===== src/hcbd_pkg.sv =====
// Package for the chunked body decoder: phase type, result record,
// character constants and the hex digit decoder. No dependencies.
`timescale 1ns / 1ps

package hcbd_pkg;

    typedef enum logic [1:0] {
        PH_SIZE,
        PH_DATA,
        PH_SKIP,
        PH_DONE
    } phase_t;

    localparam logic [7:0] CHAR_CR  = 8'h0D;
    localparam logic [7:0] CHAR_LF  = 8'h0A;
    localparam logic [7:0] CHAR_SP  = 8'h20;
    localparam logic [7:0] CHAR_TAB = 8'h09;

    // bits per hex digit (radix 16)
    localparam int DIGIT_BITS = 4;

    // bytes dropped after each chunk payload (CR LF)
    localparam logic [1:0] TRAILER_SKIP = 2'd2;

    typedef struct packed {
        logic [7:0] out_byte;
        logic       has_data;
        logic       body_done;
    } result_t;

    typedef struct packed {
        logic                  is_hex;
        logic [DIGIT_BITS-1:0] value;
    } hex_t;

    function automatic hex_t hex_decode(input logic [7:0] c);
        hex_t h;
        h.is_hex = 1'b0;
        h.value  = '0;
        case (c) inside
            [8'h30:8'h39]:
            begin
                h.is_hex = 1'b1;
                h.value  = c[3:0];
            end
            [8'h41:8'h46], [8'h61:8'h66]:
            begin
                h.is_hex = 1'b1;
                h.value  = 4'(c[3:0] + 4'd9);
            end
            default:
            begin
                h.is_hex = 1'b0;
            end
        endcase
        return h;
    endfunction

endpackage


===== src/hcbd_in_if.sv =====
// Byte input channel of the chunked body decoder: valid/ready plus raw byte.
// No dependencies.
`timescale 1ns / 1ps

interface hcbd_in_if;
    logic       valid;
    logic       ready;
    logic [7:0] in_byte;

    modport source (output valid, output in_byte, input ready);
    modport sink   (input valid, input in_byte, output ready);
endinterface


===== src/hcbd_out_if.sv =====
// Result channel of the chunked body decoder: valid/ready plus payload
// byte and flags. No dependencies.
`timescale 1ns / 1ps

interface hcbd_out_if;
    logic       valid;
    logic       ready;
    logic [7:0] out_byte;
    logic       has_data;
    logic       body_done;

    modport source (output valid, output out_byte, output has_data, output body_done,
                    input ready);
    modport sink   (input valid, input out_byte, input has_data, input body_done,
                    output ready);
endinterface


===== src/http_chunked_body_decoder.sv =====
// HTTP chunked transfer-coding body decoder, one byte per cycle.
// Channels: in_ch carries raw body bytes (in_byte); out_ch carries results
// (out_byte, has_data, body_done). A transaction completes when valid and
// ready are both high at a rising clock edge.
// Each byte of a chunk payload yields one result with has_data set; size
// line bytes and the CR LF after each payload yield none. The LF that ends
// a zero-size (or digitless) line yields one result with body_done set,
// after which all bytes are consumed without results.
// A byte accepted into the input register is parsed out of that register
// and its result is loaded into the result register, from which out_ch
// can take it at once.
// Throughput: one byte per cycle while out_ch is not stalled; out_ch.ready
// feeds back combinationally to in_ch.ready.
// When out_ch stalls, the result register holds; bytes that yield no result
// keep flowing, and a result-bearing byte waits in the input register.
// Reset (rst_n low, asynchronous) empties both registers and returns the
// parser to the start of a size line.
// Depends on hcbd_pkg, hcbd_in_if, hcbd_out_if and the hcbd_* submodules.
`timescale 1ns / 1ps

module http_chunked_body_decoder #(
    parameter int SIZE_BITS = 32
)
(
    input  logic       clk,
    input  logic       rst_n,
    hcbd_in_if.sink    in_ch,
    hcbd_out_if.source out_ch
);

    logic              in_valid;
    logic [7:0]        in_byte_q;
    logic              advance;
    logic              has_result;
    logic              can_load;
    hcbd_pkg::result_t result;

    assign advance = in_valid && (!has_result || can_load);

    hcbd_in_stage u_in_stage (
        .clk     (clk),
        .rst_n   (rst_n),
        .in_ch   (in_ch),
        .advance (advance),
        .valid   (in_valid),
        .byte_q  (in_byte_q)
    );

    hcbd_parser #(
        .SIZE_BITS (SIZE_BITS)
    ) u_parser (
        .clk        (clk),
        .rst_n      (rst_n),
        .step       (advance),
        .in_byte    (in_byte_q),
        .has_result (has_result),
        .result     (result)
    );

    hcbd_out_stage u_out_stage (
        .clk      (clk),
        .rst_n    (rst_n),
        .load     (advance && has_result),
        .result   (result),
        .can_load (can_load),
        .out_ch   (out_ch)
    );

endmodule


===== src/hcbd_in_stage.sv =====
// Input register of the chunked body decoder.
// Depends on hcbd_in_if.
`timescale 1ns / 1ps

module hcbd_in_stage
(
    input  logic          clk,
    input  logic          rst_n,
    hcbd_in_if.sink       in_ch,
    input  logic          advance,
    output logic          valid,
    output logic [7:0]    byte_q
);

    logic       valid_reg;
    logic       valid_next;
    logic [7:0] byte_reg;
    logic       take;

    assign in_ch.ready = !valid_reg || advance;
    assign take        = in_ch.valid && in_ch.ready;

    always_comb
    begin
        valid_next = valid_reg;
        if (take)
        begin
            valid_next = 1'b1;
        end
        else if (advance)
        begin
            valid_next = 1'b0;
        end
    end

    always_ff @(posedge clk or negedge rst_n)
    begin
        if (!rst_n)
        begin
            valid_reg <= 1'b0;
        end
        else
        begin
            valid_reg <= valid_next;
        end
    end

    always_ff @(posedge clk)
    begin
        if (take)
        begin
            byte_reg <= in_ch.in_byte;
        end
    end

    assign valid  = valid_reg;
    assign byte_q = byte_reg;

endmodule


===== src/hcbd_parser.sv =====
// Chunk framing state machine: size line parse, payload pass, trailer skip.
// Depends on hcbd_pkg.
`timescale 1ns / 1ps

module hcbd_parser #(
    parameter int SIZE_BITS = 32
)
(
    input  logic              clk,
    input  logic              rst_n,
    input  logic              step,
    input  logic [7:0]        in_byte,
    output logic              has_result,
    output hcbd_pkg::result_t result
);

    hcbd_pkg::phase_t      phase_reg;
    hcbd_pkg::phase_t      phase_next;
    logic [SIZE_BITS-1:0]  acc_reg;
    logic [SIZE_BITS-1:0]  acc_next;
    logic                  closed_reg;
    logic                  closed_next;
    logic                  saw_reg;
    logic                  saw_next;
    logic                  cr_reg;
    logic                  cr_next;
    logic [SIZE_BITS-1:0]  remain_reg;
    logic [SIZE_BITS-1:0]  remain_next;
    logic [1:0]            skip_reg;
    logic [1:0]            skip_next;

    hcbd_pkg::hex_t        hex;
    logic                  line_end;
    logic                  last_payload;
    logic                  skip_last;
    logic                  size_empty;

    assign hex          = hcbd_pkg::hex_decode(in_byte);
    assign line_end     = (in_byte == hcbd_pkg::CHAR_LF) && cr_reg;
    assign last_payload = (remain_reg == SIZE_BITS'(1));
    assign skip_last    = (skip_reg <= 2'd1);
    assign size_empty   = !saw_reg || (acc_reg == '0);

    // next phase
    always_comb
    begin
        phase_next = phase_reg;
        case (phase_reg)
            hcbd_pkg::PH_SIZE:
            begin
                if (line_end)
                begin
                    phase_next = size_empty ? hcbd_pkg::PH_DONE : hcbd_pkg::PH_DATA;
                end
            end
            hcbd_pkg::PH_DATA:
            begin
                if (last_payload)
                begin
                    phase_next = hcbd_pkg::PH_SKIP;
                end
            end
            hcbd_pkg::PH_SKIP:
            begin
                if (skip_last)
                begin
                    phase_next = hcbd_pkg::PH_SIZE;
                end
            end
            default:
            begin
                phase_next = phase_reg;
            end
        endcase
    end

    // datapath and result
    always_comb
    begin
        acc_next         = acc_reg;
        closed_next      = closed_reg;
        saw_next         = saw_reg;
        cr_next          = cr_reg;
        remain_next      = remain_reg;
        skip_next        = skip_reg;
        has_result       = 1'b0;
        result.out_byte  = '0;
        result.has_data  = 1'b0;
        result.body_done = 1'b0;
        case (phase_reg)
            hcbd_pkg::PH_SIZE:
            begin
                if (line_end)
                begin
                    if (size_empty)
                    begin
                        has_result       = 1'b1;
                        result.body_done = 1'b1;
                    end
                    else
                    begin
                        remain_next = acc_reg;
                        acc_next    = '0;
                        closed_next = 1'b0;
                        saw_next    = 1'b0;
                        cr_next     = 1'b0;
                    end
                end
                else
                begin
                    cr_next = (in_byte == hcbd_pkg::CHAR_CR);
                    if (!closed_reg)
                    begin
                        if (hex.is_hex)
                        begin
                            // saturate once any of the top digit bits is set
                            if (|acc_reg[SIZE_BITS-1 -: hcbd_pkg::DIGIT_BITS])
                            begin
                                acc_next = '1;
                            end
                            else
                            begin
                                acc_next = {acc_reg[SIZE_BITS-1-hcbd_pkg::DIGIT_BITS:0],
                                            hex.value};
                            end
                            saw_next = 1'b1;
                        end
                        else if (!saw_reg && ((in_byte == hcbd_pkg::CHAR_SP) ||
                                              (in_byte == hcbd_pkg::CHAR_TAB)))
                        begin
                            closed_next = 1'b0;
                        end
                        else
                        begin
                            closed_next = 1'b1;
                        end
                    end
                end
            end
            hcbd_pkg::PH_DATA:
            begin
                has_result      = 1'b1;
                result.out_byte = in_byte;
                result.has_data = 1'b1;
                remain_next     = remain_reg - SIZE_BITS'(1);
                if (last_payload)
                begin
                    skip_next = hcbd_pkg::TRAILER_SKIP;
                end
            end
            hcbd_pkg::PH_SKIP:
            begin
                if (skip_reg != 2'd0)
                begin
                    skip_next = skip_reg - 2'd1;
                end
                if (skip_last)
                begin
                    acc_next    = '0;
                    closed_next = 1'b0;
                    saw_next    = 1'b0;
                    cr_next     = 1'b0;
                end
            end
            default:
            begin
                has_result = 1'b0;
            end
        endcase
    end

    always_ff @(posedge clk or negedge rst_n)
    begin
        if (!rst_n)
        begin
            phase_reg  <= hcbd_pkg::PH_SIZE;
            acc_reg    <= '0;
            closed_reg <= 1'b0;
            saw_reg    <= 1'b0;
            cr_reg     <= 1'b0;
            remain_reg <= '0;
            skip_reg   <= '0;
        end
        else if (step)
        begin
            phase_reg  <= phase_next;
            acc_reg    <= acc_next;
            closed_reg <= closed_next;
            saw_reg    <= saw_next;
            cr_reg     <= cr_next;
            remain_reg <= remain_next;
            skip_reg   <= skip_next;
        end
    end

endmodule


===== src/hcbd_out_stage.sv =====
// Result register of the chunked body decoder.
// Depends on hcbd_pkg and hcbd_out_if.
`timescale 1ns / 1ps

module hcbd_out_stage
(
    input  logic              clk,
    input  logic              rst_n,
    input  logic              load,
    input  hcbd_pkg::result_t result,
    output logic              can_load,
    hcbd_out_if.source        out_ch
);

    logic              valid_reg;
    logic              valid_next;
    hcbd_pkg::result_t data_reg;

    assign can_load = !valid_reg || out_ch.ready;

    always_comb
    begin
        valid_next = valid_reg;
        if (load)
        begin
            valid_next = 1'b1;
        end
        else if (out_ch.ready)
        begin
            valid_next = 1'b0;
        end
    end

    always_ff @(posedge clk or negedge rst_n)
    begin
        if (!rst_n)
        begin
            valid_reg <= 1'b0;
        end
        else
        begin
            valid_reg <= valid_next;
        end
    end

    always_ff @(posedge clk)
    begin
        if (load)
        begin
            data_reg <= result;
        end
    end

    assign out_ch.valid     = valid_reg;
    assign out_ch.out_byte  = data_reg.out_byte;
    assign out_ch.has_data  = data_reg.has_data;
    assign out_ch.body_done = data_reg.body_done;

endmodule

===== src/flat_wrapper.sv =====
// flat-port wrapper written by rule: the top's interface ports become plain ports
module http_chunked_body_decoder_flat 
#(
    parameter int SIZE_BITS = 32
)
  (clk, rst_n, in_ch_valid, in_ch_in_byte, in_ch_ready, out_ch_valid, out_ch_out_byte, out_ch_has_data, out_ch_body_done, out_ch_ready);
  hcbd_in_if in_ch_i ();
  hcbd_out_if out_ch_i ();
  input  logic clk;
  input  logic rst_n;
  input wire logic [$bits(in_ch_i.valid)-1:0] in_ch_valid;
  input wire logic [$bits(in_ch_i.in_byte)-1:0] in_ch_in_byte;
  output wire logic [$bits(in_ch_i.ready)-1:0] in_ch_ready;
  output wire logic [$bits(out_ch_i.valid)-1:0] out_ch_valid;
  output wire logic [$bits(out_ch_i.out_byte)-1:0] out_ch_out_byte;
  output wire logic [$bits(out_ch_i.has_data)-1:0] out_ch_has_data;
  output wire logic [$bits(out_ch_i.body_done)-1:0] out_ch_body_done;
  input wire logic [$bits(out_ch_i.ready)-1:0] out_ch_ready;
  assign in_ch_i.valid = in_ch_valid;
  assign in_ch_i.in_byte = in_ch_in_byte;
  assign in_ch_ready = in_ch_i.ready;
  assign out_ch_valid = out_ch_i.valid;
  assign out_ch_out_byte = out_ch_i.out_byte;
  assign out_ch_has_data = out_ch_i.has_data;
  assign out_ch_body_done = out_ch_i.body_done;
  assign out_ch_i.ready = out_ch_ready;
  http_chunked_body_decoder #(.SIZE_BITS(SIZE_BITS)) u_core (.clk(clk), .rst_n(rst_n), .in_ch(in_ch_i), .out_ch(out_ch_i));
endmodule

===== config.mk =====
export PLATFORM = sky130hd
export DESIGN_NAME = http_chunked_body_decoder_flat
export DESIGN_NICKNAME = d
export VERILOG_FILES = /design/src/hcbd_pkg.sv /design/src/hcbd_in_if.sv /design/src/hcbd_out_if.sv /design/src/http_chunked_body_decoder.sv /design/src/hcbd_in_stage.sv /design/src/hcbd_parser.sv /design/src/hcbd_out_stage.sv /design/src/flat_wrapper.sv
export SDC_FILE = /design/constraint.sdc
export NUM_CORES = 1
export LEC_CHECK = 0
export BUFFER_PORTS_ARGS = -buffer_cell sky130_fd_sc_hd__buf_2
export CAP_MARGIN = 40
export CORE_ASPECT_RATIO = 0.75
export CORE_MARGIN = 1.5
export CORE_UTILIZATION = 60
export DETAILED_ROUTE_END_ITERATION = 8
export PLACE_DENSITY = 0.87
export SLEW_MARGIN = 20
export SYNTH_ARGS = -nofsm -noshare
export SYNTH_HDL_FRONTEND = slang
export SYNTH_HIERARCHICAL = 1
export SYNTH_SLANG_ARGS = --single-unit

===== constraint.sdc =====
create_clock -name clk -period 10.15 [get_ports clk]
set_input_delay 2.03 -clock clk [delete_from_list [all_inputs] [get_ports clk]]
set_output_delay 2.03 -clock clk [all_outputs]
set_load 0.02 [all_outputs]

======== Word level (Yosys, flattened, before mapping) ========
Cells that the tools add are included.
word-level totals
  bits in registers ....................... 91
  input port bits ......................... 12
  logic and storage cells ................. 113
operators by class
  equality and inequality tests ........... 15
  multiplexer cells ....................... 42
  $lt $le $gt $ge ......................... 7
  add/sub/neg operators ................... 3
  reduce and logical (&&, ||, !) cells .... 33
operator list
  cell                                                 count
  two-way mux 32 bit                                   8
  case mux 32 bit (2 select lines)                     2
  == test 32 x 1 -> 1 bit, second input constant       1
  logical NOT 32 bit                                   1
  subtractor 32 x 1 -> 32 bit, second input constant   1
  == test 8 x 4 -> 1 bit, second input constant        3
  two-way mux 1 bit                                    19
  >= comparator 8 x 7 -> 1 bit, second input constant  2
  <= comparator 8 x 7 -> 1 bit, second input constant  2
  AND reduction 4 bit                                  3
  nonzero test 2 bit                                   6
  two-way mux 2 bit                                    5
  inequality test 2 bit, second input constant         5
  inequality test 3 bit, second input constant         3
  == test 8 x 6 -> 1 bit, second input constant        1
  >= comparator 8 x 6 -> 1 bit, second input constant  1
  <= comparator 8 x 6 -> 1 bit, second input constant  1
  logical AND 1 bit                                    8
  two-way mux 4 bit                                    2
  case mux 1 bit (2 select lines)                      4
  case mux 2 bit (3 select lines)                      1
  AND reduction 6 bit                                  1
  logical OR 1 bit                                     5
  AND reduction 5 bit                                  1
  other kinds (11)                                     14

======== Depth between registers and ports, before layout ========
Gate-level depths: netlist of run 1.
  depth after elaboration ................. 11
  depth in mapped cells ................... 15
  gate-level depth less buffers ........... 11

======== Modules after synthesis ========
The synthesis of run 1 kept the hierarchy.
modules (own cells, without submodules)
  module                     sequential area each (µm²)  area each (µm²)  cells each  instances
  hcbd_parser                1776.7                      4409.2           520         1
  hcbd_out_stage             325.3                       347.8            13          1
  hcbd_in_stage              265.3                       294.0            12          1
  http_chunked_body_decoder  0.0                         18.8             3           1

======== Least setup slack after synthesis of run 1 ========
OpenSTA, ideal clock, no wires.
  kind .................................... input to output
  start ................................... input port out_ch_ready
  end ..................................... output port in_ch_ready
  slack ................................... 5.450 ns
  arrival ................................. 2.670 ns
  stages .................................. 4
  cell sequence ........................... nand2b_4 -> inv_1 -> a21boi_1 -> nand2b_4
between the ends
  cells in the longest elaborated chain, start to end .. 4
ends and longest elaborated chain
  item                RTL line                         text
  from (decl)         flat_wrapper.sv:18               input wire logic [$bits(out_ch_i.ready)-1:0] out_ch_ready;
  logical OR 1 bit    hcbd_out_stage.sv:19             assign can_load = !valid_reg || out_ch.ready;
  logical OR 1 bit    http_chunked_body_decoder.sv:38  assign advance = in_valid && (!has_result || can_load);
  logical AND 1 bit   http_chunked_body_decoder.sv:38
  net u_core.advance  http_chunked_body_decoder.sv:33  logic advance;
  logical OR 1 bit    hcbd_in_stage.sv:20              assign in_ch.ready = !valid_reg || advance;
  to (decl)           flat_wrapper.sv:13               output wire logic [$bits(in_ch_i.ready)-1:0] in_ch_ready;
The timed path passes the listed nets, and every way through them passes these cells.

======== Worst setup path in the final report of run 1 ========
  start ................................... input port out_ch_ready
  end ..................................... output port in_ch_ready
between the ends
  cells in the longest elaborated chain, start to end .. 4
ends and longest elaborated chain
  item                 RTL line                         text
  logical OR 1 bit     hcbd_out_stage.sv:19
  net u_core.can_load  http_chunked_body_decoder.sv:35  logic can_load;
  logical OR 1 bit     http_chunked_body_decoder.sv:38
  logical AND 1 bit    http_chunked_body_decoder.sv:38
  net u_core.advance   http_chunked_body_decoder.sv:33
  logical OR 1 bit     hcbd_in_stage.sv:20
The timed path passes the listed nets, and every way through them passes these cells.

==> results summary, run 1 <==
The area added between synthesis and finish is 11.3%. The clock insertion delay at the later pin of the skew report is 0.34 ns. The first-pass iteration count of the detailed router came out at 5. The arrival time of the worst setup path came out at 3.07 ns. The number of gates resized after CTS is 0.

On the critical path, the stage with the largest delay is an instance of sky130_fd_sc_hd__a21boi_1. The effective utilization at floorplan is 0.629. Summed over all instances, the cell type with the most area after synthesis is sky130_fd_sc_hd__dfrtp_1. The number of remaining DRC errors is 0. The final critical-path required period came out at 5.10 ns. Of the total power, the share spent switching nets is 0.268.

The flow ran to the end, and the final reports show no timing, DRC or antenna violations. The count of nets left with antenna violations once routing finished came out at 0. The number of synthesized flops with an enable pin came out at 18. The number of register bits inferred by synthesis is 91. In this run the critical register-to-register path is launched from u_core/u_parser/acc_reg[31].

The clock slew at the register clock pins of the worst setup and hold paths is 0.06 ns. The count of buffers added on input and output ports is 23. The xor and xnor area share after synthesis came out at 0.

Setup slack closes at 5.05 ns. After global routing the overflow that remains totals 0. The count of distinct cell types in the synthesized netlist came out at 68.

The post-synthesis share of cell area spent on full adders, half adders and majority gates is 0.0296. The antenna diode count is 0. STA puts the critical path data required time at 8.12 ns.

Of the total synthesized cell area, the portion taken by AND, OR, NAND and NOR gates is 0.276. The critical path starts at out_ch_ready. The critical path capture point is in_ch_ready. The average footprint of a synthesized cell came out at 9.25 sq um. The kind of critical path is input port to primary output. The post-place setup slack came out at 5.09 ns. With fillers left out, the area of the finished cells amounts to 5640 sq um.

The area share of the largest cell type after synthesis is 0.360. The net switching power is 248 uW. Setup repair after global routing left no endpoint under its margin. The static leakage is 0.00227 uW.

The clock tree from TritonCTS is done. The number of buffers created by CTS came out at 9. The initial antenna violation count came to 0. The worst-case register-to-register setup slack came out at 5.92 ns. STA classifies the critical path endpoint as a primary output. The number of failing setup endpoints in the final timing report is 0.

The number of top-level pins is 24. The post-route clock period utilization came out at 0.502. The number of nets in the synthesized netlist is 572. The worst setup path is launched from an input port. The number of core rows came out at 28. The sink count of the clock tree is 91. The detailed router placed 4455 vias in this run.

Of the post-synthesis cell area, the part taken by muxes is 0.0163. The core region is 8060 sq um. The total detailed-routing wirelength is 12.5 mm.

Based on the critical path, the design can be clocked at up to 196 MHz. The H-tree depth came out at 3. The fraction of final layout cells sized beyond drive strength 1 is 0.127.

The hold violation count in the final report is 0. Synthesis produced 548 cells. In this run the power density over the cells is 164 nW/um^2.

The number of buffers on the longest clock path came out at 2. The worst supply voltage drop on vdd is 0.000144 V. The path class of the lowest-slack min-delay path is flip-flop to flip-flop. The combinational fraction of design power is 0.151.

The clock power share is 0.397. The sum of net half-perimeters after detailed placement came out at 8.02 mm. The height of the die came out at 82.6 um. The cell area reported after detailed placement is 5310 sq um. The horizontal die dimension came out at 109 um. The combinational family with the most area after synthesis is simple AND/OR/NAND/NOR gates.

The maximum cell stage delay along the critical path came out at 0.40 ns. The total power draw is 926 uW. Post-CTS timing repair inserted 0 buffers for setup. The detailed router's first-iteration violation count came out at 380. The total count of max-transition violations in the final report is 0.

After synthesis, the cell types taking the most area are sky130_fd_sc_hd__dfrtp_1 (36%), sky130_fd_sc_hd__edfxtp_1 (11%), sky130_fd_sc_hd__o31ai_1 (4.7%). Dividing the detail-routed wire length by the instance count gives 18.8 um. The most common flop cell mapped by yosys is sky130_fd_sc_hd__dfrtp_1. The share of flip-flops with an asynchronous set or reset after synthesis is 0.802. The sequential element share of the synthesized area is 0.467.

The die area is 9020 sq um. Counting cells, the worst reg-to-reg path comes to 11. The netlist area before placement came out at 5070 sq um.

The post-synthesis compound-gate area fraction came to 0.171. The remaining max-slew budget at the tightest pin is 0.377. The final estimated routing congestion in global placement is 0.852. Traced cell by cell, the critical path runs through buf_2 -> nand2b_4 -> inv_1 -> a21boi_1 -> nand2b_4 -> buf_2. The sequential fraction of design power is 0.452.

The transition time at the pin with the least slew margin came out at 0.925 ns. The buffer type at the clock tree root is sky130_fd_sc_hd__clkbuf_16. The most common cell in the synthesized netlist is sky130_fd_sc_hd__dfrtp_1.

The total internal power came out at 678 uW. The largest fanout on the critical path came out at 6. The number of global-route vias before repair came out at 4151. The yosys synthesis warning count is 6.

The net count of the finished layout came out at 579. The capturing point of the worst reg2reg path is u_core/u_parser/remain_reg[6]. Leaving out filler cells and counting taps, the final layout contains 665. The final-layout setup total negative slack is 0 ns.

After detailed placement, the design holds a cell count of 649. The pin count of the biggest net entering global routing is 67. The clock tree skew after final layout came out at 0.00627 ns.

For this run, the total global-route usage over all layers was measured as 0.304. Hold repair after CTS inserted 0 buffers. The number of maximum-capacitance constraint violations is 0.

The first-pass GRT wire length is 20.9 mm. In the routed layout, each cell is associated on average with a via count of 6.70. The commonest cells after synthesis are sky130_fd_sc_hd__dfrtp_1 (73), sky130_fd_sc_hd__nand2_1 (63), sky130_fd_sc_hd__nor2_1 (59).
-- cell families after synthesis --
kind of cell	after synthesis
AOI/OAI and AO/OA	119
adders and majority gates	12
buffers and inverters	52
DFF	91
muxes	8
and+or+nand+nor	266
-- critical path: cells and delay by family --
| family | cells | cell delay, ns |
|---|---|---|
| AOI/OAI and AO/OA | 1 | 0.40 |
| and+or+nand+nor | 2 | 0.35 |
| buffers and inverters | 3 | 0.28 |
-- cells in the final DEF (no fill, tap or decap), types with 7 or more instances in the layout --
cell and count:
sky130_fd_sc_hd__dfrtp_1 73, sky130_fd_sc_hd__nand3_1 31, sky130_fd_sc_hd__nor4_1 18, sky130_fd_sc_hd__nor3_1 23
sky130_fd_sc_hd__o21ai_0 15, sky130_fd_sc_hd__ha_1 11, sky130_fd_sc_hd__o31ai_1 32, sky130_fd_sc_hd__nand2_1 63
sky130_fd_sc_hd__or4_1 10, sky130_fd_sc_hd__clkbuf_16 10, sky130_fd_sc_hd__a31oi_1 10, sky130_fd_sc_hd__or2_2 7
sky130_fd_sc_hd__nor2_1 59, sky130_fd_sc_hd__inv_1 15, sky130_fd_sc_hd__and3_1 8, sky130_fd_sc_hd__edfxtp_1 18
sky130_fd_sc_hd__a211oi_1 13, sky130_fd_sc_hd__buf_2 23
-- power groups by stage --
stage	clock network [uW]	logic, uW	registers, uW
2_1_floorplan	0	93.8	426
3_3_place_gp	0	129	423
3_5_place_dp	0	136	424
4_1_cts	371	140	418
5_1_grt	383	156	422
6_report	367	140	419
-- per-layer routing --
metal / vias to the layer above / global-route usage / wire length [um]
met3: 24 / 0.0667 / 1030
met4: 0 / 0.0934 / 194
met2: 235 / 0.477 / 5750
met5: - / 0 / 0
met1: 2151 / 0.423 / 5540
li1: 2045 / - / -
-- stage by stage --
stage / utilization / hold slack, ns
final: 0.700 / 0.526
after global routing: 0.700 / 0.557
after CTS: 0.700 / 0.524
after detailed placement: 0.659 / 0.510
after global placement: 0.651 / 0.488
after floorplan: - / 0.473
-- final cells by class --
type | instances | area, sq um
Clock buffer | 11 | 254
Clock inverter | 5 | 73.8
Fill cell | 572 | 2420
Inverter | 15 | 56.3
Multi-Input combinational cell | 405 | 2530
Sequential cell | 91 | 2370
Tap cell | 105 | 131
Timing Repair Buffer | 33 | 230
-- how the worst min path moves through the flow --
stage | startpoint | endpoint | slack, ns | cells past startpoint
2_1_floorplan | u_core/u_parser/cr_reg | u_core/u_parser/cr_reg | 0.47 | 1
3_3_place_gp | u_core/u_parser/cr_reg | u_core/u_parser/cr_reg | 0.49 | 1
3_5_place_dp | u_core/u_parser/cr_reg | u_core/u_parser/cr_reg | 0.51 | 1
4_1_cts | u_core/u_parser/cr_reg | u_core/u_parser/cr_reg | 0.52 | 1
5_1_grt | u_core/u_parser/cr_reg | u_core/u_parser/cr_reg | 0.56 | 1
6_report | u_core/u_parser/cr_reg | u_core/u_parser/cr_reg | 0.53 | 1
No activity file was read; power rests on OpenSTA's default activity.
==> run 2, diff against run 1 <==
- CORE_UTILIZATION: 60 -> 56
- PLACE_DENSITY: 0.87 -> 0.86
- clock period: 10.15 -> 4.6 ns (I/O delays scaled with it)
==> run 2 against run 1 <==
Against the previous run: sequential share of layout area rose by 0.10 points; sequential power rose by 120%; setup slack worse by 4.2 ns; register-to-register slack worse by 4.9 ns; total power up 120%; clock skew is 0.0010 ns lower.
==> results summary, run 2 (synthesized netlist as in run 1, its figures left out) <==
The sequential fraction of design power is 0.453 (about the same). The detailed router's first-iteration violation count is 751 (+98%). The total internal power is 1480 uW (+120%). The per-cell routed wire length was 18.7 um (-0.56%). The switching part of the total power came out at 0.277 (+0.00928).

The final estimated routing congestion in global placement is 0.939 (+10%). The number of global-route vias before repair is 4037 (-2.7%). The H-tree depth is 3 (unchanged). The final critical-path required period came out at 3.70 ns. The arrival time of the worst setup path is 2.78 ns (-0.29 ns). The number of buffers on the longest clock path came to 2 (unchanged). Setup repair after global routing left no endpoint under its margin.

The post-place setup slack came out at 1.23 ns (-3.87 ns). The worst hold path belongs to the class flip-flop to flip-flop. The transition time at the pin with the least slew margin is 0.849 ns (-0.0764 ns). The multi-input combinational cell area came out at 2530 sq um (unchanged).

The count of vias placed by the detailed router is 4457 (+0.045%). The cell area reported after detailed placement is 5300 sq um (-0.19%). In the layout the commonest cells are sky130_fd_sc_hd__dfrtp_1 (73), sky130_fd_sc_hd__nand2_1 (63), sky130_fd_sc_hd__nor2_1 (59).

The number of buffers created by CTS came out at 9 (unchanged). The die area is 9640 sq um (+6.9%). The power per cell area was 363 nW/um^2 (+120%). The clock insertion delay at the later pin of the skew report came out at 0.34 ns (about the same).

The number of maximum-capacitance constraint violations is 0 (unchanged). The worst setup path is launched from a flip-flop. From synthesis to final layout, the design area changed by 11.0%. The area of all sequential standard cells is 2370 sq um (unchanged). The effective utilization at floorplan came out at 0.587 (-0.0421).

The number of buffers added for setup after CTS is 0 (unchanged). The buffer type at the clock tree root is sky130_fd_sc_hd__clkbuf_16. The filler cell count in the final layout came to 669 (+17%).

The largest fanout on the critical path came out at 6 (unchanged). The core utilization of the finished layout is 0.652 (-0.0484). The count of non-filler cells in the finished layout came out at 670 (+0.75%). The number of failing setup endpoints in the final timing report came out at 0 (unchanged). The fraction of final layout cells sized beyond drive strength 1 came out at 0.132 (+0.00489). The number of placed instances, taps included is 654 (+0.77%). The static leakage came out at 0.00226 uW (-0.22%). The sum of net half-perimeters after detailed placement came out at 8.60 mm (+7.1%). The worst supply voltage drop on vdd came out at 0.000210 V (+46%).

The hold violation count in the final report came to 0 (unchanged). The sink count of the clock tree came to 91 (unchanged). The combinational fraction of design power came out at 0.155 (+0.004). The commonest non-fill, non-tap cell in the layout is sky130_fd_sc_hd__dfrtp_1. The first-pass GRT wire length was 20.7 mm (-0.96%). The worst-case register-to-register setup slack came out at 1.07 ns (-4.85 ns). The number of antenna-violating nets in the routed design is 0 (unchanged). The final-layout setup total negative slack came out at 0 ns (unchanged). The number of remaining DRC errors is 0 (unchanged). The clock slew at the register clock pins of the worst setup and hold paths came out at 0.07 ns (about the same). The flow ran to the end, and the final reports show no timing, DRC or antenna violations. The clock tree skew after final layout is 0.00523 ns (-0.00104 ns). The first-pass iteration count of the detailed router came out at 5 (unchanged). For this run, the top clock speed supported by timing is 270 MHz.

The core outline area came out at 8640 sq um (+7.2%). The worst setup path is of the flip-flop to primary output kind. The overall routing resource usage is 0.276 (-0.0276).

The final setup slack of the worst path came out at 0.900 ns (-4.15 ns). The remaining max-slew budget at the tightest pin came out at 0.419 (+0.0420). The net count of the finished layout came out at 581 (+0.35%). The kind of end point of the critical path is a primary output. The horizontal die dimension is 113 um (+3.4%). The net switching power came out at 566 uW (+130%). The number of top-level pins came out at 24 (unchanged).

The pin count of the biggest net entering global routing is 66 (-1.5%). The height of the die is 85.4 um (+3.4%). The number of I/O port buffers came to 23 (unchanged). The clock tree from TritonCTS is done. The worst register-to-register path begins at u_core/u_in_stage/byte_q[0]. The total detailed-routing wirelength was 12.5 mm (+0.18%).

The critical path starts at u_core/u_parser/acc_reg[30]. The global-route congestion overflow total came out at 0 (unchanged). The worst hold path begins at u_core/u_parser/remain_reg[21].

The cell area after layout is 5630 sq um (-0.24%). The number of gates resized after CTS was 0 (unchanged). The number of core rows came out at 29 (+3.6%). The number of buffers inserted for hold repair after clock tree synthesis came out at 0 (unchanged). The post-route clock period utilization is 0.804. The clock power share is 0.392 (-0.005). The mean number of vias per cell is 6.65 (-0.70%). The total count of max-transition violations in the final report came out at 0 (unchanged). The initial antenna violation count is 0 (unchanged). The required time of the worst setup path is 3.68 ns (-4.44 ns).

The antenna diode count came out at 0 (unchanged).
-- run 2: layer usage --
metal  vias up  wire, um  track usage
met1      2168      5470        0.400
met2       219      5740        0.417
li1       2049         -            -
met5         -         0            0
met4         0       177       0.0614
met3        21      1160       0.0764
-- run 2: worst paths after layout --
path / end / depth (start not counted)
worst max-delay path: in_ch_ready / 7
worst min-delay path: u_core/u_parser/remain_reg[21] / 1
worst max register to register: u_core/u_parser/remain_reg[26] / 12
worst min register to register: u_core/u_parser/remain_reg[21] / 1
max in group asynchronous: u_core/u_parser/acc_reg[7] / 2
min in group asynchronous: u_core/u_parser/remain_reg[31] / 1
-- run 2: worst max-delay path, cell delays in order, from the launching register on --
cell,delay (ns)
sky130_fd_sc_hd__dfrtp_1,0.45
sky130_fd_sc_hd__nor4_1,0.59
sky130_fd_sc_hd__nand4_1,0.25
sky130_fd_sc_hd__o21a_1,0.32
sky130_fd_sc_hd__o21ai_0,0.28
sky130_fd_sc_hd__a21boi_1,0.20
sky130_fd_sc_hd__nand2b_4,0.19
sky130_fd_sc_hd__buf_2,0.15
-- run 2: area by class of cell --
type                       count  share of cell area
multi-input combinational    405               0.449
sequential                    91               0.421
clock buffer                  10              0.0407
timing repair buffer          35              0.0385
tap                          108              0.0240
clock inverter                 6              0.0169
inverter                      15              0.0100
-- run 2: metrics by stage --
| step | total power, uW | hold slack (ns) |
|---|---|---|
| floorplan | 1150 | 0.473 |
| global placement | 1220 | 0.503 |
| detailed placement | 1250 | 0.525 |
| CTS | 2040 | 0.544 |
| global route | 2120 | 0.577 |
| finish | 2040 | 0.552 |
-- run 2: power groups by stage --
| stage | logic, uW | clock network, uW | registers (uW) |
|---|---|---|---|
| 6_report | 317 | 802 | 925 |
| 3_3_place_gp | 287 | 0 | 934 |
| 3_5_place_dp | 309 | 0 | 938 |
| 5_1_grt | 350 | 843 | 931 |
| 4_1_cts | 313 | 810 | 922 |
| 2_1_floorplan | 207 | 0 | 940 |
==> run 3, diff against run 2 <==
- ABC_AREA: not set -> 1
- CORE_UTILIZATION: 56 -> 60
- PLACE_DENSITY: 0.86 -> 0.87
- clock period: 4.6 -> 3.6 ns (I/O delays scaled with it)
==> run 3 against run 2 <==
Against the previous run: critical path depth is 5 higher; design area increased by 12%; cell count is 48% higher; via count increased by 29%; highest routed layer unchanged; non-clock buffer count is 2 lower.
==> results summary, run 3 <==
The cell count after synthesis came to 850 (+55%). The number of placed instances, taps included came out at 974 (+49%). The clock insertion delay at the later pin of the skew report is 0.34 ns (about the same). The first-pass iteration count of the detailed router is 5 (unchanged).

The clock tree from TritonCTS is done. The number of global-route vias before repair is 5174 (+28%). The multiplexer share of the synthesized area came to 0 (-0.0163). The fraction of final layout cells sized beyond drive strength 1 is 0.0800 (-0.0516). The netlist area before placement came out at 5780 sq um (+14%). The number of remaining DRC errors came out at 0 (unchanged). The worst supply voltage drop on vdd is 0.000526 V (+150%). The maximum cell stage delay along the critical path is 0.44 ns (-0.15 ns). The number of gates resized after CTS came to 0 (unchanged). The cell that appears most often on the critical path is sky130_fd_sc_hd__nand2_1.

The xor and xnor area share after synthesis came to 0.00606 (+0.00606). The number of buffers added for setup after CTS was 0 (unchanged). The global-route congestion overflow total is 0 (unchanged). The sequential fraction of design power came out at 0.297 (-0.156). The most frequent cell after synthesis is sky130_fd_sc_hd__nand2_1.

The yosys synthesis warning count is 6 (unchanged). The share of flip-flops with an asynchronous set or reset after synthesis came out at 0.802 (unchanged). The worst-case register-to-register setup slack came to 0.73 ns (-0.34 ns). The net switching power was 3130 uW (+450%). The switching part of the total power is 0.499 (+0.222). The family of cells with the greatest summed delay on the critical path is simple AND/OR/NAND/NOR gates. The capturing point of the worst reg2reg path is u_core/u_parser/acc_reg[17]. The synthesized design spends more area on one cell type than any other, namely sky130_fd_sc_hd__dfrtp_1.

The number of cells traversed by the worst register-to-register path was 12 (unchanged). In this run the worst hold path is classified as input port to asynchronous set/reset pin. The sequential element share of the synthesized area is 0.410 (-0.0573). The clock tree skew after final layout came to 0.00688 ns (+0.00164 ns). The number of buffers created by CTS is 9 (unchanged). The arrival time of the worst setup path came out at 2.36 ns (-0.42 ns). The count of non-filler cells in the finished layout was 990 (+48%). The detailed router's first-iteration violation count is 652 (-13%). The final-layout setup total negative slack is 0 ns (unchanged). The number of register bits inferred by synthesis came out at 91 (unchanged).

The area added between synthesis and finish is 8.77%. The number of buffers on the longest clock path is 2 (unchanged). The total internal power came to 3150 uW (+110%). The mean number of vias per cell is 5.79 (-13%). The pin count of the biggest net entering global routing is 51 (-23%). The library cells used most frequently in the layout, excluding fill and tap cells, are sky130_fd_sc_hd__nand2_1 (289), sky130_fd_sc_hd__nor2_1 (133), sky130_fd_sc_hd__inv_1 (79).

The count of distinct cell types in the synthesized netlist is 32 (-53%). The number of nets in the synthesized netlist is 874 (+53%). STA classifies the critical path startpoint as a flip-flop.

The setup path with the least slack is of type flip-flop to primary output. The power per cell area is 1000 nW/um^2 (+180%). The clock power share came out at 0.169 (-0.223). The transition time at the pin with the least slew margin was 0.838 ns (-0.0114 ns).

The number of top-level pins came out at 24 (unchanged). The required time of the worst setup path came out at 2.88 ns (-0.80 ns). The average footprint of a synthesized cell came out at 6.80 sq um (-27%).

The initial antenna violation count came out at 0 (unchanged). The number of synthesized flops with an enable pin came out at 18 (unchanged). The static leakage is 0.00334 uW (+47%). The clock slew at the register clock pins of the worst setup and hold paths is 0.06 ns (about the same). The overall routing resource usage came out at 0.328 (+0.0525). The effective utilization at floorplan came out at 0.628 (+0.0414).

The post-route clock period utilization came out at 0.856. The first-pass GRT wire length was 25.9 mm (+25%). The antenna diode count came out at 0 (unchanged). The number of antenna-violating nets in the routed design is 0 (unchanged). STA classifies the critical path endpoint as a primary output. The per-cell routed wire length is 15.7 um (-16%). The number of I/O port buffers was 23 (unchanged).

The number of maximum-capacitance constraint violations is 0 (unchanged). The total detailed-routing wirelength is 15.5 mm (+24%). The total count of max-transition violations in the final report is 0 (unchanged). The post-synthesis compound-gate area fraction came out at 0.0855 (-0.0853). The cell sitting at the root of the clock tree is a sky130_fd_sc_hd__clkbuf_16. The combinational family with the most area after synthesis is simple AND/OR/NAND/NOR gates. The count of vias placed by the detailed router came out at 5729 (+29%).

After synthesis, the cell types taking the most area are sky130_fd_sc_hd__dfrtp_1 (32%), sky130_fd_sc_hd__nand2_1 (19%), sky130_fd_sc_hd__edfxtp_1 (9.4%). The number of core rows came to 30 (+3.4%). Traced cell by cell, the critical path runs through inv_1 -> ha_1 -> nand2_1 -> nor2_2 -> nand2_2 -> nor2_1 -> nand2_2 -> nand2_1 -> a21oi_2 -> inv_1 -> nand2_1 -> buf_2. The die area came out at 10200 sq um (+6.2%).

The cell with the largest stage delay on the worst path is sky130_fd_sc_hd__edfxtp_1. The hold violation count in the final report is 0 (unchanged). The core outline area came to 9200 sq um (+6.5%).

The maximum frequency from static timing analysis came out at 325 MHz. Setup repair after global routing left no endpoint under its margin. The final critical-path required period is 3.08 ns. The H-tree depth came out at 3 (unchanged). The sum of buffers and inverters on the critical path was 3 (+2). The sink count of the clock tree is 91 (unchanged). The commonest non-fill, non-tap cell in the layout is sky130_fd_sc_hd__nand2_1. By count the netlist is led by sky130_fd_sc_hd__nand2_1 (289), sky130_fd_sc_hd__nor2_1 (133), sky130_fd_sc_hd__inv_1 (79). The post-synthesis share of cell area spent on full adders, half adders and majority gates was 0.0260 (-0.00364).

The simple-gate share of the synthesized area came out at 0.385 (+0.109). In this run the critical register-to-register path is launched from u_core/u_in_stage/byte_q[0]. The area share of the largest cell type after synthesis is 0.316 (-0.0442). The combinational fraction of design power is 0.533 (+0.378). The largest fanout on the critical path came out at 8 (+2). The horizontal die dimension is 116 um (+3.1%). The number of buffers inserted for hold repair after clock tree synthesis came to 0 (unchanged). The number of failing setup endpoints in the final timing report is 0 (unchanged).

The sum of net half-perimeters after detailed placement is 10.8 mm (+26%). The final estimated routing congestion in global placement came out at 0.989 (+5.4%). The net count of the finished layout was 881 (+52%). For this run, the leading register cell type out of synthesis is sky130_fd_sc_hd__dfrtp_1. The remaining max-slew budget at the tightest pin is 0.440 (+0.0208). The run finished with clean final reports.

The height of the die is 88.0 um (+3.0%).
-- run 3: changes by cell type in the layout (fill, tap and decap cells not counted), sizes merged, moves of 12 or more --
cell	before	now
nand4	4	38
nor3	25	3
inv	17	83
o21ai	18	71
nand2	63	294
a211oi	13	0
nand3	31	57
or4	12	0
nor4	19	0
nor2	59	136
o31ai	33	0
-- run 3: power by group through the flow --
stage,registers [uW],logic [uW],clock network (uW)
after CTS,1850,3270,1080
final,1870,3350,1060
after floorplan,1750,2540,0
after global routing,1910,3780,1120
after global placement,1850,3090,0
after detailed placement,1860,3220,0
-- run 3: how the worst max path moves through the flow --
stage / start / to / slack [ns] / depth (start not counted)
after floorplan: u_core/u_in_stage/byte_q[0] / in_ch_ready / 0.91 / 12
after global placement: u_core/u_in_stage/byte_q[0] / u_core/u_parser/acc_reg[24] / 1.03 / 13
after detailed placement: u_core/u_in_stage/byte_q[0] / u_core/u_parser/acc_reg[31] / 0.84 / 12
after CTS: u_core/u_in_stage/byte_q[0] / in_ch_ready / 0.55 / 12
after global routing: u_core/u_in_stage/byte_q[0] / in_ch_ready / 0.36 / 12
final: u_core/u_in_stage/byte_q[0] / in_ch_ready / 0.52 / 12
-- run 3: final cells by class --
cell class              instances  area [sq um]
flip-flops and latches         91          2370
repair buffers                 33           203
fillers                       761          2910
multi-input cells             639          2910
well taps                     128           160
clock inverters                 6           104
inverters                      83           312
clock buffers                  10           229
-- run 3: routing by layer --
metal  vias to the layer above  GRT usage  wire [um]
met5                         -          0          0
met4                         0      0.109        275
met3                        29     0.0803       1610
met2                       328      0.481       6650
met1                      2650      0.478       6970
li1                       2722          -          -
-- run 3: stage by stage --
stage / area (sq um) / hold slack, ns / utilization / total power [uW] / worst slack [ns]
final: 6290 / 0.414 / 0.684 / 6290 / 0.519
after detailed placement: 5950 / 0.484 / 0.647 / 5090 / 0.838
after floorplan: 5780 / 0.424 / - / 4300 / 0.908
after CTS: 6290 / 0.426 / 0.684 / 6190 / 0.549
after global routing: 6290 / 0.469 / 0.684 / 6810 / 0.364
after global placement: 5950 / 0.470 / 0.647 / 4940 / 1.03
-- run 3: cells by family (layout without fill, tap and decap cells) --
family,Yosys count,after routing
simple gates,534,534
buf+inv,120,132
flops,91,91
compound gates,89,89
fa+ha+maj,12,12
xor+xnor,4,4
